`src/sv/error_diffusion_dither_defines.svh`:
```
// ----------------------------------------------------------------------------
// Error diffusion dither - assertion macros
// Property wrappers for the checks in the dither back end.
// ----------------------------------------------------------------------------
`ifndef ERROR_DIFFUSION_DITHER_DEFINES_SVH
`define ERROR_DIFFUSION_DITHER_DEFINES_SVH

// Same-cycle implication, disabled while in reset
`define EDD_ASSERT_IMPL(lbl, clk, rstn, ante, cons) \
  lbl: assert property (@(posedge clk) disable iff (!rstn) (ante) |-> (cons)) \
    else $error("dither check failed");

// Next-cycle implication, disabled while in reset
`define EDD_ASSERT_NEXT(lbl, clk, rstn, ante, cons) \
  lbl: assert property (@(posedge clk) disable iff (!rstn) (ante) |=> (cons)) \
    else $error("dither check failed");

`endif

```
`src/sv/edd_pkg.sv`:
```
// ----------------------------------------------------------------------------
// Error diffusion dither - package
// Sizes, queue word type, register codes and the error share helper.
// ----------------------------------------------------------------------------
`timescale 1ns / 1ps

package edd_pkg;

  // Frame limits
  localparam int MaxWidth  = 2048;
  localparam int MaxHeight = 2048;
  localparam int ColW      = $clog2(MaxWidth);
  localparam int RowW      = $clog2(MaxHeight);

  // Field widths
  localparam int DimW = 12;
  localparam int ThrW = 8;
  localparam int PixW = 8;
  localparam int ErrW = 9;

  // Front/back queue
  localparam int FifoDepth = 4;
  localparam int FifoPtrW  = $clog2(FifoDepth);

  // Register reset values
  localparam logic [DimW-1:0] LineWidthRst   = DimW'(1280);
  localparam logic [DimW-1:0] FrameHeightRst = DimW'(720);
  localparam logic [ThrW-1:0] ThresholdRst   = ThrW'(127);

  // Diffusion weights, sixteenths
  localparam logic [2:0] WtRight     = 3'd7;
  localparam logic [2:0] WtBelowLeft = 3'd3;
  localparam logic [2:0] WtBelow     = 3'd5;
  localparam logic [2:0] WtBelowRght = 3'd1;

  // Register map indices
  typedef enum logic [1:0] {
    RegLineWidth   = 2'd0,
    RegFrameHeight = 2'd1,
    RegThreshold   = 2'd2
  } edd_reg_e;

  typedef logic signed [ErrW-1:0] edd_err_t;

  // Classified pixel word passed from front to back
  typedef struct packed {
    logic [PixW-1:0] gray_pixel;
    logic [ColW-1:0] col;
    logic            first_row;
    logic            eol;
    logic            eof;
  } edd_item_t;

  // e * wt / 16, truncating toward zero
  function automatic edd_err_t edd_share(input edd_err_t e, input logic [2:0] wt);
    logic signed [11:0] prod;
    logic signed [11:0] adj;
    prod = 12'(e) * $signed({9'b0, wt});
    adj  = prod + (prod[11] ? 12'sd15 : 12'sd0);
    return {adj[11], adj[11:4]};
  endfunction

endpackage

```
`src/sv/edd_fifo.sv`:
```
// ----------------------------------------------------------------------------
// Error diffusion dither - word queue
// Short first-in first-out queue that decouples front and back.
// ----------------------------------------------------------------------------
`timescale 1ns / 1ps

module edd_fifo (
  input  logic               clk_i,
  input  logic               rst_ni,
  input  logic               push_i,
  input  edd_pkg::edd_item_t item_i,
  output logic               full_o,
  input  logic               pop_i,
  output logic               empty_o,
  output edd_pkg::edd_item_t item_o
);

  edd_pkg::edd_item_t          slot_q [edd_pkg::FifoDepth];
  logic [edd_pkg::FifoPtrW-1:0] wr_ptr_q, rd_ptr_q;
  logic [edd_pkg::FifoPtrW:0]   count_q;

  assign full_o  = (count_q == (edd_pkg::FifoPtrW + 1)'(edd_pkg::FifoDepth));
  assign empty_o = (count_q == '0);
  assign item_o  = slot_q[rd_ptr_q];

  // Storage, no reset needed
  always_ff @(posedge clk_i) begin
    if (push_i) slot_q[wr_ptr_q] <= item_i;
  end

  // Pointers and fill level
  always_ff @(posedge clk_i or negedge rst_ni) begin
    if (!rst_ni) begin
      wr_ptr_q <= '0;
      rd_ptr_q <= '0;
      count_q  <= '0;
    end else begin
      if (push_i) wr_ptr_q <= wr_ptr_q + 1'b1;
      if (pop_i)  rd_ptr_q <= rd_ptr_q + 1'b1;
      case ({push_i, pop_i})
        2'b10:   count_q <= count_q + 1'b1;
        2'b01:   count_q <= count_q - 1'b1;
        default: count_q <= count_q;
      endcase
    end
  end

endmodule

```
`config.mk`:
```
export PLATFORM = sky130hd
export DESIGN_NAME = edd_fifo
export DESIGN_NICKNAME = d
export VERILOG_FILES = /design/src/sv/error_diffusion_dither_defines.svh /design/src/sv/edd_pkg.sv /design/src/sv/edd_fifo.sv
export SDC_FILE = /design/constraint.sdc
export NUM_CORES = 1
export LEC_CHECK = 0
export ABC_AREA = 1
export BUFFER_PORTS_ARGS = -buffer_cell sky130_fd_sc_hd__buf_2
export CELL_PAD_IN_SITES_DETAIL_PLACEMENT = 1
export CELL_PAD_IN_SITES_GLOBAL_PLACEMENT = 1
export CORE_ASPECT_RATIO = 2
export CORE_MARGIN = 1
export CORE_UTILIZATION = 35
export DETAILED_ROUTE_END_ITERATION = 8
export PLACE_DENSITY_LB_ADDON = 0.1
export SYNTH_ARGS = -nofsm -noshare
export SYNTH_HDL_FRONTEND = slang
export SYNTH_SLANG_ARGS = --single-unit
```
`constraint.sdc`:
```
create_clock -name clk_i -period 2 [get_ports clk_i]
set_clock_uncertainty 0.2 [all_clocks]
set_input_delay 0.2 -clock clk_i [delete_from_list [all_inputs] [get_ports clk_i]]
set_output_delay 0.2 -clock clk_i [all_outputs]
set_load 0.02 [all_outputs]
```
==> run_results.csv <==
group,metric,value,unit
cells_and_area,drive_above_1_share,24.2,%
sta,slew_headroom,78.4,%
cells_and_area,nets,420,
cells_and_area,final_area,5010,sq um
run,cap_violations,0,
clocking,cts.path.max_buffers,2,
floorplanning,start_util,36.0,%
setup_path,max_stage_delay,0.50,ns
sta,finalHoldViolCount,0,
setup_path,r2r-start,"wr_ptr_q[0]",
clocking,clkTransAtPathRegs,0.06,ns
setup_path,rrSetupSlack,0.44,ns
power,internal_power,4560,uW
global_routing,use_met3,2.95,%
power,irDropWorstVdd,607,uV
setup_path,cp_data_arrival_time,1.49,ns
logic_synthesis,synthesis.nets,337,
logic_synthesis,yosysWarnings,0,
power,swShare,36.8,%
placement,dpl.cell_count,494,
cells_and_area,layout_commonest_cell,"edfxtp_1",
global_routing,grt_start_max_net_pins,46,
route,dr.pass1.iters,3,
placement,dp_worst_setup_slack,0.245,ns
floorplanning,dieHeight,154,um
clocking,numCtsBuffers,9,
setup_path,worst_setup_path_end_kind,"output port",
setup_path,crit_family,"flip-flops",
global_routing,grt_pass1_vias,2698,
floorplanning,num_rows,55,
setup_path,crit_slowest_cell,"dfrtp_4",
setup_path,critical_path_class,"flip-flop to output port",
route,final_antenna_net_count,0,
placement,post-dp-hpwl,5.30,mm
cells_and_area,antenna_cells,0,
setup_path,critPathMaxFanout,45,
global_routing,antenna_found_initial,0,
logic_synthesis,syn_inst,305,
floorplanning,fp.dieW,78.1,um
sta,timing.fmax,0.528,GHz
setup_path,r2r-end,"slot_q[2][4]",
route,vias,2469,
setup_path,r2r_cells,5,
logic_synthesis,synth-seq-cells,95,
global_routing,overflow,0,
global_routing,use_met1,16.6,%
setup_path,timing.critical_path.cells,"buf_8, o211ai_1, nand2_1, buf_2",
power,p_seq_share,38.5,%
setup_path,cp.required,1.60,ns
floorplanning,core,11300,sq um
floorplanning,dieArea,12100,sq um
clocking,cts_sinks,95,
setup_path,path_depth,4,
clocking,clkLatencyLatePin,0.33,ns
clocking,clockRootBuffer,"clkbuf_16",
cells_and_area,final_util,44.4,%
power,leakage,0.00209,uW
global_routing,gr-usage-all-layers,15.2,%
cells_and_area,fill_cells,1245,
sta,rsz0062_at_grt,"false",
power,pwr-share-clk,22.5,%
floorplanning,io_pins,50,
logic_synthesis,syn_area,4060,sq um
route,drt-initial-drc-count,75,
placement,portBuffers,49,
global_routing,gr-usage-met2,27.9,%
route,vias_per_cell,4.61,
global_routing,grt_pass1_wl,13.6,mm
route,totalWireLength,8.07,mm
route,drc_errors,0,
placement,place_congestion,0.658,
sta,tightest_slew,0.325,ns
route,routedWlPerCell,15.1,um
run_status,outcome,"finished clean",
sta,period_needed,1.89,ns
power,p_sw,2660,uW
power,powerDensity,1440,nW/um^2
logic_synthesis,synth.distinct_cells,18,
sta,period_share,94.6,%
sta,final-max-slew-violation-count,0,
logic_synthesis,avgSynthCellArea,13.3,sq um
cells_and_area,area_delta_synth_final,23.4,%
setup_path,crit_buf_inv,2,
logic_synthesis,synth.yosys.seq_area_share,69.4,%
setup_path,critPathLaunchType,"flip-flop",
sta,finalSetupViolCount,0,
clocking,cts_tree,"built",
hold_path,hp-class,"input port to asynchronous set/reset pin",
sta,finalSetupTns,0,ns
sta,setup_ws,0.107,ns
power,pwr-share-comb,39.0,%
clocking,htree_levels,3,
cells_and_area,layout_common_cells,"88 x edfxtp_1, 77 x nand2_1, 57 x inv_1",
placement,place_area,4470,sq um
global_routing,top_usage_layer,"met2",
cells_and_area,fin_cells,535,
[logic make-up after synthesis]
logic type                 Yosys count  share of synthesized area (%)
xor gates and xnor gates             4                          0.864
AOI/OAI and AO/OA                   46                           10.9
buffers and inverters               73                           9.16
and+or+nand+nor                     81                           7.65
DFF                                 95                           69.4
adders and majority gates            6                           2.04
[cell usage after synthesis]
master,count,area share [%]
inv_1,57,5.3
nor3_1,2,0.25
fa_1,1,0.49
ha_1,5,1.5
nand2_1,77,7.1
edfxtp_1,88,65
inv_2,1,0.092
o211ai_2,20,6.2
buf_8,1,0.37
buf_6,11,3.1
xnor2_1,1,0.22
dfrtp_1,7,4.3
xor2_1,3,0.65
nand4_1,1,0.15
buf_2,3,0.37
nand3_1,1,0.12
o21ai_0,2,0.25
o211ai_1,24,4.4
[metal layers]
metal	routed length [um]	share of wire, %	vias up
met5	0	0	-
met4	157	1.9	0
met3	223	2.8	10
met2	4540	56	32
met1	3150	39	1221
li1	-	-	1206
[power by group through the flow]
stage | Clock (uW) | Combinational (uW) | Sequential (uW)
6_report | 1620 | 2820 | 2780
5_1_grt | 1740 | 3190 | 2820
4_1_cts | 1680 | 2920 | 2790
3_5_place_dp | 0 | 2870 | 2820
3_3_place_gp | 0 | 2810 | 2800
2_1_floorplan | 0 | 2090 | 2780
[stage by stage]
| step | hold slack (ns) | power, uW |
|---|---|---|
| after floorplan | -0.296 | 4870 |
| after global placement | -0.143 | 5610 |
| after detailed placement | -0.142 | 5690 |
| after CTS | 0.0328 | 7390 |
| after global routing | 0.0561 | 7750 |
| final | 0.0532 | 7220 |
[how the worst max path moves through the flow]
stage | startpoint | end | slack (ns)
global route | rd_ptr_q[0] | item_o[2] | 0.005
CTS | rd_ptr_q[0] | item_o[2] | 0.01
finish | rd_ptr_q[0] | item_o[11] | 0.11
global placement | rd_ptr_q[0] | item_o[11] | 0.28
floorplan | wr_ptr_q[0] | slot_q[2][0] | 0.32
detailed placement | rd_ptr_q[0] | item_o[2] | 0.24
[final cells by class]
type	instances	area, sq um	area share, %
multi-input cells	137	868	17.3
clock inverters	5	48.8	0.975
flip-flops and latches	95	2820	56.3
inverters	58	220	4.40
clock buffers	11	233	4.65
well taps	142	178	3.55
repair buffers	87	638	12.7
[sequential cells by signal, summed over array words and instances, names as in the netlist]
name      count
slot_q       88
count_q       3
wr_ptr_q      2
rd_ptr_q      2
[timing repair]
action / in CTS / in global routing
setup buffers: 0 / 0
hold buffers: 25 / 0
gates resized for setup: 2 / 2
hold endpoints to repair: 99 / 0
setup endpoints to repair: 13 / 12
pin swaps: 0 / 0
cloned: 0 / 0
Note: power is estimated with default switching activity, not from simulation.
