==> src/sv/error_diffusion_dither_defines.svh <==
// ----------------------------------------------------------------------------
// Error diffusion dither - assertion macros
// Property wrappers for the checks in the dither back end.
// ----------------------------------------------------------------------------
`ifndef ERROR_DIFFUSION_DITHER_DEFINES_SVH
`define ERROR_DIFFUSION_DITHER_DEFINES_SVH

// Same-cycle implication, disabled while in reset
`define EDD_ASSERT_IMPL(lbl, clk, rstn, ante, cons) \
  lbl: assert property (@(posedge clk) disable iff (!rstn) (ante) |-> (cons)) \
    else $error("dither check failed");

// Next-cycle implication, disabled while in reset
`define EDD_ASSERT_NEXT(lbl, clk, rstn, ante, cons) \
  lbl: assert property (@(posedge clk) disable iff (!rstn) (ante) |=> (cons)) \
    else $error("dither check failed");

`endif

==> src/sv/edd_pkg.sv <==
// ----------------------------------------------------------------------------
// Error diffusion dither - package
// Sizes, queue word type, register codes and the error share helper.
// ----------------------------------------------------------------------------
`timescale 1ns / 1ps

package edd_pkg;

  // Frame limits
  localparam int MaxWidth  = 2048;
  localparam int MaxHeight = 2048;
  localparam int ColW      = $clog2(MaxWidth);
  localparam int RowW      = $clog2(MaxHeight);

  // Field widths
  localparam int DimW = 12;
  localparam int ThrW = 8;
  localparam int PixW = 8;
  localparam int ErrW = 9;

  // Front/back queue
  localparam int FifoDepth = 4;
  localparam int FifoPtrW  = $clog2(FifoDepth);

  // Register reset values
  localparam logic [DimW-1:0] LineWidthRst   = DimW'(1280);
  localparam logic [DimW-1:0] FrameHeightRst = DimW'(720);
  localparam logic [ThrW-1:0] ThresholdRst   = ThrW'(127);

  // Diffusion weights, sixteenths
  localparam logic [2:0] WtRight     = 3'd7;
  localparam logic [2:0] WtBelowLeft = 3'd3;
  localparam logic [2:0] WtBelow     = 3'd5;
  localparam logic [2:0] WtBelowRght = 3'd1;

  // Register map indices
  typedef enum logic [1:0] {
    RegLineWidth   = 2'd0,
    RegFrameHeight = 2'd1,
    RegThreshold   = 2'd2
  } edd_reg_e;

  typedef logic signed [ErrW-1:0] edd_err_t;

  // Classified pixel word passed from front to back
  typedef struct packed {
    logic [PixW-1:0] gray_pixel;
    logic [ColW-1:0] col;
    logic            first_row;
    logic            eol;
    logic            eof;
  } edd_item_t;

  // e * wt / 16, truncating toward zero
  function automatic edd_err_t edd_share(input edd_err_t e, input logic [2:0] wt);
    logic signed [11:0] prod;
    logic signed [11:0] adj;
    prod = 12'(e) * $signed({9'b0, wt});
    adj  = prod + (prod[11] ? 12'sd15 : 12'sd0);
    return {adj[11], adj[11:4]};
  endfunction

endpackage

==> src/sv/edd_if.sv <==
// ----------------------------------------------------------------------------
// Error diffusion dither - stream interfaces
// Valid/ready channels for gray pixels in and dithered pixels out.
// ----------------------------------------------------------------------------
`timescale 1ns / 1ps

// Gray pixel channel
interface edd_pix_if;
  logic                      valid;
  logic                      ready;
  logic [edd_pkg::PixW-1:0]  gray_pixel;

  modport source (output valid, output gray_pixel, input ready);
  modport sink   (input valid, input gray_pixel, output ready);
endinterface


==> src/sv/edd_front.sv <==
// ----------------------------------------------------------------------------
// Error diffusion dither - front end
// Takes gray pixels, tracks raster position and tags row/frame ends.
// ----------------------------------------------------------------------------
`timescale 1ns / 1ps

module edd_front (
  input  logic                        clk_i,
  input  logic                        rst_ni,
  edd_pix_if.sink                     pix_i,
  input  logic [edd_pkg::DimW-1:0]    line_width_i,
  input  logic [edd_pkg::DimW-1:0]    frame_height_i,
  input  logic                        full_i,
  output logic                        push_o,
  output edd_pkg::edd_item_t          item_o
);

  localparam logic [edd_pkg::DimW:0] MaxW = (edd_pkg::DimW + 1)'(edd_pkg::MaxWidth);
  localparam logic [edd_pkg::DimW:0] MaxH = (edd_pkg::DimW + 1)'(edd_pkg::MaxHeight);

  logic [edd_pkg::ColW-1:0] col_q, col_d;
  logic [edd_pkg::RowW-1:0] row_q, row_d;
  logic [edd_pkg::DimW:0]   width, height;
  logic                     eol, eof;

  // Effective frame size, clamped to the legal range
  always_comb begin
    width  = {1'b0, line_width_i};
    height = {1'b0, frame_height_i};
    if (width < (edd_pkg::DimW + 1)'(2)) width = (edd_pkg::DimW + 1)'(2);
    else if (width > MaxW) width = MaxW;
    if (height == '0) height = (edd_pkg::DimW + 1)'(1);
    else if (height > MaxH) height = MaxH;
  end

  assign eol = ((edd_pkg::DimW + 1)'(col_q) + 1'b1) >= width;
  assign eof = eol && (((edd_pkg::DimW + 1)'(row_q) + 1'b1) >= height);

  // Accept whenever the queue has room
  assign pix_i.ready = !full_i;
  assign push_o      = pix_i.valid && !full_i;

  assign item_o.gray_pixel = pix_i.gray_pixel;
  assign item_o.col        = col_q;
  assign item_o.first_row  = (row_q == '0);
  assign item_o.eol        = eol;
  assign item_o.eof        = eof;

  // Raster position
  always_comb begin
    col_d = col_q;
    row_d = row_q;
    if (push_o) begin
      if (eol) begin
        col_d = '0;
        row_d = eof ? '0 : row_q + 1'b1;
      end else begin
        col_d = col_q + 1'b1;
      end
    end
  end

  always_ff @(posedge clk_i or negedge rst_ni) begin
    if (!rst_ni) begin
      col_q <= '0;
      row_q <= '0;
    end else begin
      col_q <= col_d;
      row_q <= row_d;
    end
  end

endmodule

==> src/flat_wrapper.sv <==
// flat-port wrapper written by rule: the top's interface ports become plain ports
module edd_front_flat 
  (clk_i, rst_ni, line_width_i, frame_height_i, full_i, push_o, item_o, pix_i_valid, pix_i_gray_pixel, pix_i_ready);
  edd_pix_if pix_i_i ();
  input  logic clk_i;
  input  logic rst_ni;
  input  logic [edd_pkg::DimW-1:0] line_width_i;
  input  logic [edd_pkg::DimW-1:0] frame_height_i;
  input  logic full_i;
  output logic push_o;
  output edd_pkg::edd_item_t item_o;
  input wire logic [$bits(pix_i_i.valid)-1:0] pix_i_valid;
  input wire logic [$bits(pix_i_i.gray_pixel)-1:0] pix_i_gray_pixel;
  output wire logic [$bits(pix_i_i.ready)-1:0] pix_i_ready;
  assign pix_i_i.valid = pix_i_valid;
  assign pix_i_i.gray_pixel = pix_i_gray_pixel;
  assign pix_i_ready = pix_i_i.ready;
  edd_front u_core (.clk_i(clk_i), .rst_ni(rst_ni), .pix_i(pix_i_i), .line_width_i(line_width_i), .frame_height_i(frame_height_i), .full_i(full_i), .push_o(push_o), .item_o(item_o));
endmodule
==> config.mk <==
export PLATFORM = sky130hd
export DESIGN_NAME = edd_front_flat
export DESIGN_NICKNAME = d
export VERILOG_FILES = /design/src/sv/error_diffusion_dither_defines.svh /design/src/sv/edd_pkg.sv /design/src/sv/edd_if.sv /design/src/sv/edd_front.sv /design/src/flat_wrapper.sv
export SDC_FILE = /design/constraint.sdc
export NUM_CORES = 1
export LEC_CHECK = 0
export ABC_AREA = 1
export BUFFER_PORTS_ARGS = -buffer_cell sky130_fd_sc_hd__buf_2
export CAP_MARGIN = 20
export CORE_MARGIN = 2
export CORE_UTILIZATION = 50
export DETAILED_ROUTE_END_ITERATION = 8
export GPL_TIMING_DRIVEN = 1
export MAX_ROUTING_LAYER = met4
export PLACE_DENSITY = 0.76
export SLEW_MARGIN = 10
export SYNTH_ARGS = -nofsm -noshare
export SYNTH_HDL_FRONTEND = slang
export SYNTH_SLANG_ARGS = --single-unit
export TNS_END_PERCENT = 1
==> constraint.sdc <==
create_clock -name clk_i -period 5 [get_ports clk_i]
set_clock_uncertainty 0.1 [all_clocks]
set_input_delay 0.25 -clock clk_i [delete_from_list [all_inputs] [get_ports clk_i]]
set_output_delay 0.25 -clock clk_i [all_outputs]
set_load 0.02 [all_outputs]
==> impl_metrics.sql, run 1 <==
INSERT INTO impl_metrics (metric_group, metric, value, unit) VALUES
('clocking', 'tritoncts_clock_tree', 'done', ''),
('grt', 'number_of_antenna_violations_at_the_first_check_in_global_routing', '0', ''),
('sta', 'final_period_minus_worst_setup_slack', '3.16', 'ns'),
('finish', 'design.final.nets', '436', ''),
('floorplanning', 'initial_utilization', '52.1', '%'),
('yosys', 'synth-seq-cells', '22', ''),
('routing', 'route.antenna.remaining_nets', '0', ''),
('power_and_ir_drop', 'cellLeakagePower', '1.45', 'nW'),
('sta', 'rsz_0062_raised_after_global_routing', 'false', ''),
('sta', 'maxSlewViolCount', '0', ''),
('finish', 'drive_above_1_share', '17.7', '%'),
('grt', 'grtUsageMet3', '2.11', '%'),
('setup_path', 'cpMostUsedCell', 'sky130_fd_sc_hd__nand2_2', ''),
('yosys', 'synthDistinctLibCells', '26', ''),
('setup_path', 'crit_family', 'simple AND/OR/NAND/NOR gates', ''),
('setup_path', 'worst-path-buf-inv', '3', ''),
('outcome', 'run_status', 'completed', ''),
('yosys', 'netlist_area', '0.00228', 'mm²'),
('sta', 'setup_slack', '1.84', 'ns'),
('clocking', 'cts.htree.levels', '1', ''),
('sta', 'timing.slew.headroom', '66.1', '%'),
('yosys', 'synth.yosys.seq_area_share', '24.1', '%'),
('clocking', 'cts-buffers-inserted', '3', ''),
('setup_path', 'timing.critical_path.depth', '16', ''),
('setup_path', 'required', '4.65', 'ns'),
('hold_path', 'startpoint_of_the_worst_hold_path', 'pix_i_valid', ''),
('power_and_ir_drop', 'power_density_relative_to_cell_area', '310', 'mW/mm²'),
('clocking', 'cts_setup_buffers', '0', ''),
('grt', 'global_route.usage.total', '22.2', '%'),
('setup_path', 'critical_path.reg2reg.startpoint', 'u_core.col_q[0]', ''),
('setup_path', 'worstSetupEndpoint', 'item_o[0]', ''),
('clocking', 'clk_pin_slew_worst_paths', '0.08', 'ns'),
('finish', 'area_added_between_synthesis_and_finish', '10.3', '%'),
('floorplanning', 'rows', '24', ''),
('grt', 'wire_length_of_the_first_global_routing_pass', '9.03', 'mm'),
('yosys', 'yosys.area.top_type', 'sky130_fd_sc_hd__dfrtp_1', ''),
('yosys', 'synth_top_area_share', '24.1', '%'),
('grt', 'globalRoute.busiestLayer', 'met2', ''),
('clocking', 'clock_sink_count', '22', ''),
('setup_path', 'timing.critical_path.to_type', 'primary output', ''),
('setup_path', 'cell_by_cell_listing_of_the_critical_path', 'ha_1, nand2_2, nor2_4, nand4_4, nor2_4, xor2_2, ha_1, nand2_2, inv_2, a21oi_2, nand2_1, nor2_1, nand2_2, nand2_1, inv_1, buf_2', ''),
('clocking', 'cts_buffer_depth', '2', ''),
('place', 'gp_routability_congestion', '0.907', ''),
('floorplanning', 'fp.coreArea', '0.00438', 'mm²'),
('grt', 'grt_util_met2', '37.9', '%'),
('floorplanning', 'die_y', '71.6', 'µm'),
('routing', 'total_routed_wirelength', '5.10', 'mm'),
('finish', 'insertedDiodeCount', '0', ''),
('routing', 'drt-initial-drc-count', '108', ''),
('setup_path', 'worst-endpoint-arrival', '2.81', 'ns'),
('setup_path', 'worst_r2r_path_depth', '16', ''),
('grt', 'gr-total-overflow', '0', ''),
('place', 'post-dp-hpwl', '4.10', 'mm'),
('power_and_ir_drop', 'max-vdd-ir-drop', '0.217', 'mV'),
('place', 'port-buffer-count', '43', ''),
('sta', 'highest_attainable_clock_frequency', '316', 'MHz'),
('setup_path', 'rrSetupSlack', '2.12', 'ns'),
('finish', 'layout.filler_cells', '427', ''),
('yosys', 'synth.area.top_cells', 'sky130_fd_sc_hd__dfrtp_1, sky130_fd_sc_hd__nand2_1, sky130_fd_sc_hd__ha_1', ''),
('routing', 'num_vias', '2193', ''),
('routing', 'drt_drc_violations_left', '0', ''),
('job', 'number_of_maximum_capacitance_violations', '0', ''),
('place', 'placement.setup.worst_slack', '2.13', 'ns'),
('sta', 'hold_viol_final', '0', ''),
('routing', 'avgViaCountPerCell', '5.17', ''),
('sta', 'tightest_slew', '0.508', 'ns'),
('floorplanning', 'number_of_placed_i_o_pins', '60', ''),
('setup_path', 'worstSetupPathType', 'register to primary output', ''),
('sta', 'setup-tns-final', '0', 'ns'),
('setup_path', 'crit_slowest_cell', 'sky130_fd_sc_hd__dfrtp_1', ''),
('setup_path', 'worst_r2r_endpoint', 'u_core.col_q[10]', '');
## worst reg2reg max path: stages, from the launching register on
cell and delay (ns):
sky130_fd_sc_hd__dfrtp_1 0.45, sky130_fd_sc_hd__ha_1 0.23, sky130_fd_sc_hd__nand2_2 0.08, sky130_fd_sc_hd__nor2_4 0.14, sky130_fd_sc_hd__nand4_4 0.14, sky130_fd_sc_hd__nor2_4 0.13
sky130_fd_sc_hd__xor2_2 0.17, sky130_fd_sc_hd__ha_1 0.26, sky130_fd_sc_hd__nand2_2 0.09, sky130_fd_sc_hd__inv_2 0.04, sky130_fd_sc_hd__a21oi_2 0.10, sky130_fd_sc_hd__nand2_1 0.07
sky130_fd_sc_hd__nor2_1 0.11, sky130_fd_sc_hd__nand2_2 0.23, sky130_fd_sc_hd__nor2_4 0.31, sky130_fd_sc_hd__nand2_1 0.11, sky130_fd_sc_hd__o21ai_2 0.07
## area by class of cell
type                       count  area [µm²]  area share [%]
clock buffer                   4        55.1            2.19
inverter                      47         176            7.00
multi-input combinational    255        1450            57.4
sequential                    22         551            21.9
tap                           52        65.1            2.58
timing repair buffer          44         225            8.94
## cells in the mapped netlist, drive strengths merged
| master | n |
|---|---|
| nor4 | 4 |
| nor2 | 27 |
| o21ai | 10 |
| a21oi | 9 |
| nand3 | 15 |
| nand4 | 15 |
| clkinv | 1 |
| xor2 | 13 |
| nand2 | 126 |
| buf | 14 |
| inv | 46 |
| ha | 27 |
| nor3 | 9 |
| dfrtp | 22 |
## timing repair
item,in CTS,in global routing
hold buffers,1,0
endpoints found under the hold margin,22,0
gates resized for setup,0,0
## worst min path at each step
stage                      end  slack [ns]  depth (start not counted)
2_1_floorplan  u_core.col_q[0]       -0.15                          0
3_3_place_gp   u_core.row_q[4]        0.14                          1
3_5_place_dp   u_core.row_q[4]        0.15                          1
4_1_cts        u_core.col_q[2]        0.37                          4
5_1_grt             item_o[18]        0.40                          0
6_report       u_core.col_q[2]        0.37                          4
## placed cells by master (no fill, tap or decap), drive strengths merged
master / count
o21ai: 10
nand3: 15
buf: 43
nor4: 4
dlygate4sd3: 1
clkbuf: 4
nor2: 27
nand4: 15
ha: 27
nand2: 126
inv: 46
a21oi: 9
xor2: 13
dfrtp: 22
clkinv: 1
nor3: 9
## stage by stage
step	instances	util [%]	instance area [µm²]	hold slack, ns	total power [mW]
floorplan	338	-	2280	-0.146	0.564
finish	424	57.4	2520	0.373	0.780
CTS	424	57.4	2520	0.370	0.786
global placement	419	56.0	2450	0.143	0.648
detailed placement	419	56.0	2450	0.152	0.654
global route	424	57.4	2520	0.400	0.857
## sequential cells by signal (all words and copies together), names as in the netlist
register / cells
u_core.col_q: 11
u_core.row_q: 11
## kinds of logic after synthesis
family          share of synthesized area (%)
simple gates                             38.6
fa+ha+maj                                14.8
compound gates                           4.66
xor+xnor                                 5.32
buf+inv                                  12.5
flops                                    24.1
## power breakdown
group	total [mW]	switching, mW	internal [mW]	leakage, nW
registers	0.260	0.0486	0.212	0.294
logic	0.391	0.245	0.146	1.12
clock network	0.129	0.0589	0.0701	0.0288
## layer usage
layer / share of wire [%] / vias up
li1: - / 1137
met1: 45 / 977
met2: 48 / 69
met3: 5.6 / 10
met4: 2.0 / 0
met5: 0 / -
(Power assumes the default switching activity.)
==> inputs of run 2 (changes only) <==
--- a/config.mk
+++ b/config.mk
@@ -5,15 +5,15 @@
 export SDC_FILE = /design/constraint.sdc
 export NUM_CORES = 1
 export LEC_CHECK = 0
-export ABC_AREA = 1
+export ABC_AREA = 0
 export BUFFER_PORTS_ARGS = -buffer_cell sky130_fd_sc_hd__buf_2
 export CAP_MARGIN = 20
 export CORE_MARGIN = 2
-export CORE_UTILIZATION = 50
+export CORE_UTILIZATION = 48
 export DETAILED_ROUTE_END_ITERATION = 8
 export GPL_TIMING_DRIVEN = 1
 export MAX_ROUTING_LAYER = met4
-export PLACE_DENSITY = 0.76
+export PLACE_DENSITY = 0.78
 export SLEW_MARGIN = 10
 export SYNTH_ARGS = -nofsm -noshare
 export SYNTH_HDL_FRONTEND = slang
==> constraint.sdc (replaced) <==
create_clock -name clk_i -period 2.8 [get_ports clk_i]
set_clock_uncertainty 0.1 [all_clocks]
set_input_delay 0.14 -clock clk_i [delete_from_list [all_inputs] [get_ports clk_i]]
set_output_delay 0.14 -clock clk_i [all_outputs]
set_load 0.02 [all_outputs]
==> run 2 against run 1 <==
Against the previous run: the run now ends with negative setup slack left; worst setup slack got worse by 1.9 ns; largest cell class unchanged; non-clock buffer count is 46 higher; utilization up 10 points; flip-flop and latch count stayed put; cell count down 9.2%; total power grew 98%; largest power group unchanged; global-route usage grew 0.77 points; worst hold slack got worse by 0.19 ns.
==> impl_metrics.sql, run 2 <==
INSERT INTO impl_metrics (metric_group, metric, value, unit) VALUES
('outcome', 'run_status', 'finished with violations', ''),
('outcome', 'failed_checks', 'negative setup slack', ''),
('finish', 'drive_above_1_share', '40.5', '%'),
('finish', 'layout.cells.most_common_list', 'sky130_fd_sc_hd__nand2_1, sky130_fd_sc_hd__buf_4, sky130_fd_sc_hd__buf_2, sky130_fd_sc_hd__ha_1, sky130_fd_sc_hd__dfrtp_1', ''),
('sta', 'maxSlewViolCount', '0', ''),
('yosys', 'synth-seq-cells', '22', ''),
('routing', 'route.detailed.wl_per_inst', '14.6', 'µm'),
('setup_path', 'worst_r2r_endpoint', 'u_core.row_q[1]', ''),
('yosys', 'synth.net_count', '322', ''),
('floorplanning', 'rows', '24', ''),
('sta', 'finalCritPeriodShare', '102', '%'),
('setup_path', 'slowest_delay', '0.36', 'ns'),
('job', 'number_of_maximum_capacitance_violations', '0', ''),
('sta', 'setup-tns-final', '-0.104', 'ns'),
('power_and_ir_drop', 'max-vdd-ir-drop', '0.392', 'mV'),
('yosys', 'synth.yosys.seq_area_share', '26.3', '%'),
('setup_path', 'worst-endpoint-arrival', '2.62', 'ns'),
('finish', 'top_regs', 'u_core.col_q x11, u_core.row_q x11', ''),
('sta', 'timing.slew.headroom', '65.9', '%'),
('yosys', 'syn-instance-count', '259', ''),
('power_and_ir_drop', 'power_density_relative_to_cell_area', '531', 'mW/mm²'),
('yosys', 'most_used_dff_post_synth', 'sky130_fd_sc_hd__dfrtp_1', ''),
('grt', 'grt_pass1_vias', '2069', ''),
('yosys', 'synth_warnings', '0', ''),
('sta', 'fin_worst_hold_slack', '0.180', 'ns'),
('floorplanning', 'number_of_placed_i_o_pins', '60', ''),
('sta', 'rsz_0062_raised_after_global_routing', 'true', ''),
('yosys', 'synthArstFlopShare', '100', '%'),
('routing', 'dr.pass1.iters', '5', ''),
('clocking', 'cts.htree.levels', '1', ''),
('routing', 'avgViaCountPerCell', '5.56', ''),
('floorplanning', 'initial_utilization', '48.8', '%'),
('floorplanning', 'chipWidth', '70.1', 'µm'),
('sta', 'final_period_minus_worst_setup_slack', '2.86', 'ns'),
('setup_path', 'cp_max_fo', '4', ''),
('hold_path', 'worst_hold_path_type', 'input port to primary output', ''),
('setup_path', 'timing.critical_path.from_type', 'register', ''),
('setup_path', 'rrSetupSlack', '-0.01', 'ns'),
('routing', 'drt-initial-drc-count', '66', ''),
('routing', 'num_vias', '2142', ''),
('floorplanning', 'design.die.area', '0.00491', 'mm²'),
('yosys', 'complex_gate_fraction_of_the_synthesized_area', '17.9', '%'),
('finish', 'design.final.nets', '397', ''),
('routing', 'drt_drc_violations_left', '0', ''),
('place', 'placement.setup.worst_slack', '-0.260', 'ns'),
('place', 'gp_routability_congestion', '0.865', ''),
('grt', 'number_of_antenna_violations_at_the_first_check_in_global_routing', '0', ''),
('clocking', 'clock_latency', '0.25', 'ns'),
('yosys', 'yosys.area.top_type', 'sky130_fd_sc_hd__dfrtp_1', ''),
('floorplanning', 'fp.coreArea', '0.00429', 'mm²'),
('hold_path', 'min_path_cells', '0', ''),
('grt', 'gr-total-overflow', '0', ''),
('hold_path', 'hold_path_end', 'item_o[16]', ''),
('setup_path', 'required', '2.56', 'ns'),
('sta', 'tightest_slew', '0.511', 'ns'),
('sta', 'hold_viol_final', '0', ''),
('setup_path', 'critical_path.reg2reg.startpoint', 'u_core.col_q[2]', ''),
('finish', 'core_util_final', '67.6', '%'),
('grt', 'wire_length_of_the_first_global_routing_pass', '9.09', 'mm'),
('clocking', 'cts_buffer_depth', '2', ''),
('yosys', 'synth-edff-count', '0', ''),
('routing', 'route.antenna.remaining_nets', '0', ''),
('yosys', 'synth.area.top_cells', 'sky130_fd_sc_hd__dfrtp_1, sky130_fd_sc_hd__ha_1, sky130_fd_sc_hd__nand2_1', ''),
('yosys', 'synthMostInstantiatedCell', 'sky130_fd_sc_hd__nand2_1', ''),
('sta', 'setup_slack', '-0.0559', 'ns'),
('yosys', 'synth.cells.most_frequent', 'sky130_fd_sc_hd__nand2_1, sky130_fd_sc_hd__ha_1, sky130_fd_sc_hd__dfrtp_1', ''),
('yosys', 'synth_top_area_share', '26.3', '%'),
('clocking', 'clock_sink_count', '22', ''),
('yosys', 'netlist_area', '0.00210', 'mm²'),
('grt', 'global_route.usage.total', '23.0', '%'),
('setup_path', 'cell_by_cell_listing_of_the_critical_path', 'and3_4, and2_4, nand2_4, xnor2_4, ha_4, nand4_1, o221a_1, o311a_1, a21oi_2, buf_6, and2_4, buf_6', ''),
('yosys', 'synth.area.mux_share', '0.537', '%'),
('finish', 'mostFrequentLayoutCell', 'sky130_fd_sc_hd__nand2_1', ''),
('place', 'post-dp-hpwl', '4.00', 'mm'),
('setup_path', 'worstSetupPathType', 'register to primary output', ''),
('yosys', 'synthAdderAreaFrac', '16.1', '%'),
('setup_path', 'crit_family', 'simple AND/OR/NAND/NOR gates', ''),
('yosys', 'synth-xor-area-share', '7.52', '%'),
('sta', 'highest_attainable_clock_frequency', '350', 'MHz'),
('clocking', 'tritoncts_clock_tree', 'done', ''),
('yosys', 'synth_area_per_cell', '8.10', 'µm²'),
('setup_path', 'timing.critical_path.to_type', 'primary output', ''),
('clocking', 'clock-root-buffer', 'sky130_fd_sc_hd__clkbuf_8', ''),
('hold_path', 'startpoint_of_the_worst_hold_path', 'pix_i_gray_pixel[2]', ''),
('setup_path', 'worst_r2r_path_depth', '11', ''),
('place', 'port-buffer-count', '43', ''),
('yosys', 'largest_family_of_logic_cells_by_synthesized_area', 'simple AND/OR/NAND/NOR gates', ''),
('setup_path', 'crit_slowest_cell', 'sky130_fd_sc_hd__dfrtp_2', ''),
('clocking', 'cts-buffers-inserted', '3', ''),
('setup_path', 'crit_path_start', 'u_core.col_q[2]', ''),
('clocking', 'clk_pin_slew_worst_paths', '0.08', 'ns'),
('routing', 'total_routed_wirelength', '5.61', 'mm'),
('floorplanning', 'die_y', '70.1', 'µm'),
('finish', 'insertedDiodeCount', '0', ''),
('sta', 'setup-violations-final', '7', ''),
('yosys', 'synthDistinctLibCells', '43', ''),
('yosys', 'synthSimpleGateAreaFrac', '24.0', '%'),
('finish', 'area_added_between_synthesis_and_finish', '38.5', '%'),
('setup_path', 'worst-path-buf-inv', '2', ''),
('power_and_ir_drop', 'cellLeakagePower', '1.50', 'nW'),
('grt', 'grt_start_max_net_pins', '23', '');
==> run 2: cell types whose count changed after synthesis, sizes merged, moves of 4 or more <==
cell and change:
and3 +6, xor2 -8, nand2b +4, a22o +5
nor3 -8, xnor2 +13, nand2 -74, a221o +4
nor2 -7, nand4 -12, inv -36, clkbuf +8
==> run 2: metrics by stage <==
| stage | instance area, µm² | std cells | power (mW) |
|---|---|---|---|
| floorplan | 2170 | 259 | 0.938 |
| global placement | 2590 | 370 | 1.19 |
| detailed placement | 2590 | 370 | 1.22 |
| CTS | 2780 | 381 | 1.47 |
| global route | 2900 | 385 | 1.65 |
| finish | 2900 | 385 | 1.54 |
==> run 2: final cells by class <==
class | count | area (µm²)
timing repair buffer | 90 | 581
fill | 346 | 1390
clock buffer | 4 | 45.0
multi-input combinational | 207 | 1620
tap | 52 | 65.1
sequential | 22 | 557
inverter | 10 | 37.5
==> run 2: worst reg2reg max path, cell delays in order, from the launching register on <==
cell	delay [ns]
sky130_fd_sc_hd__dfrtp_2	0.36
sky130_fd_sc_hd__and3_4	0.19
sky130_fd_sc_hd__and2_4	0.18
sky130_fd_sc_hd__nand2_4	0.07
sky130_fd_sc_hd__xnor2_4	0.16
sky130_fd_sc_hd__ha_4	0.28
sky130_fd_sc_hd__nand4_1	0.12
sky130_fd_sc_hd__o221a_1	0.30
sky130_fd_sc_hd__o311a_1	0.17
sky130_fd_sc_hd__a211o_4	0.36
sky130_fd_sc_hd__buf_4	0.16
sky130_fd_sc_hd__a22o_2	0.25
==> run 2: repair_timing <==
item,CTS,global route
resized for setup,16,18
setup buffers,6,4
hold buffers,1,0
endpoints found under the hold margin,22,0
pin swaps,12,17
endpoints found under the setup margin,13,20
==> run 2: worst max-delay path by stage <==
stage / to / slack [ns] / depth (start not counted)
2_1_floorplan: u_core.row_q[9] / -0.0003 / 11
3_3_place_gp: u_core.row_q[8] / -0.16 / 13
3_5_place_dp: u_core.row_q[7] / -0.26 / 13
4_1_cts: item_o[0] / -0.04 / 12
5_1_grt: item_o[0] / -0.17 / 12
6_report: item_o[0] / -0.06 / 12
==> run 2: kinds of logic after synthesis <==
group | count (synthesis)
AND/OR/NAND/NOR | 111
AO/OA/AOI/OAI | 50
buffers and inverters | 30
adder cells (fa/ha/maj) | 27
flip-flops | 22
XOR/XNOR | 18
multiplexers | 1
==> run 2: power by group <==
group	switching [mW]	internal, mW	total [mW]
Clock	0.0979	0.101	0.199
Combinational	0.491	0.429	0.920
Sequential	0.0439	0.381	0.425
==> run 2: metal layers <==
layer | track usage, % | up-vias | wire length (µm)
met3 | 1.73 | 14 | 212
met2 | 39.8 | 64 | 2850
met5 | - | - | 0
li1 | - | 1054 | -
met1 | 28.5 | 1010 | 2430
met4 | 7.48 | 0 | 122
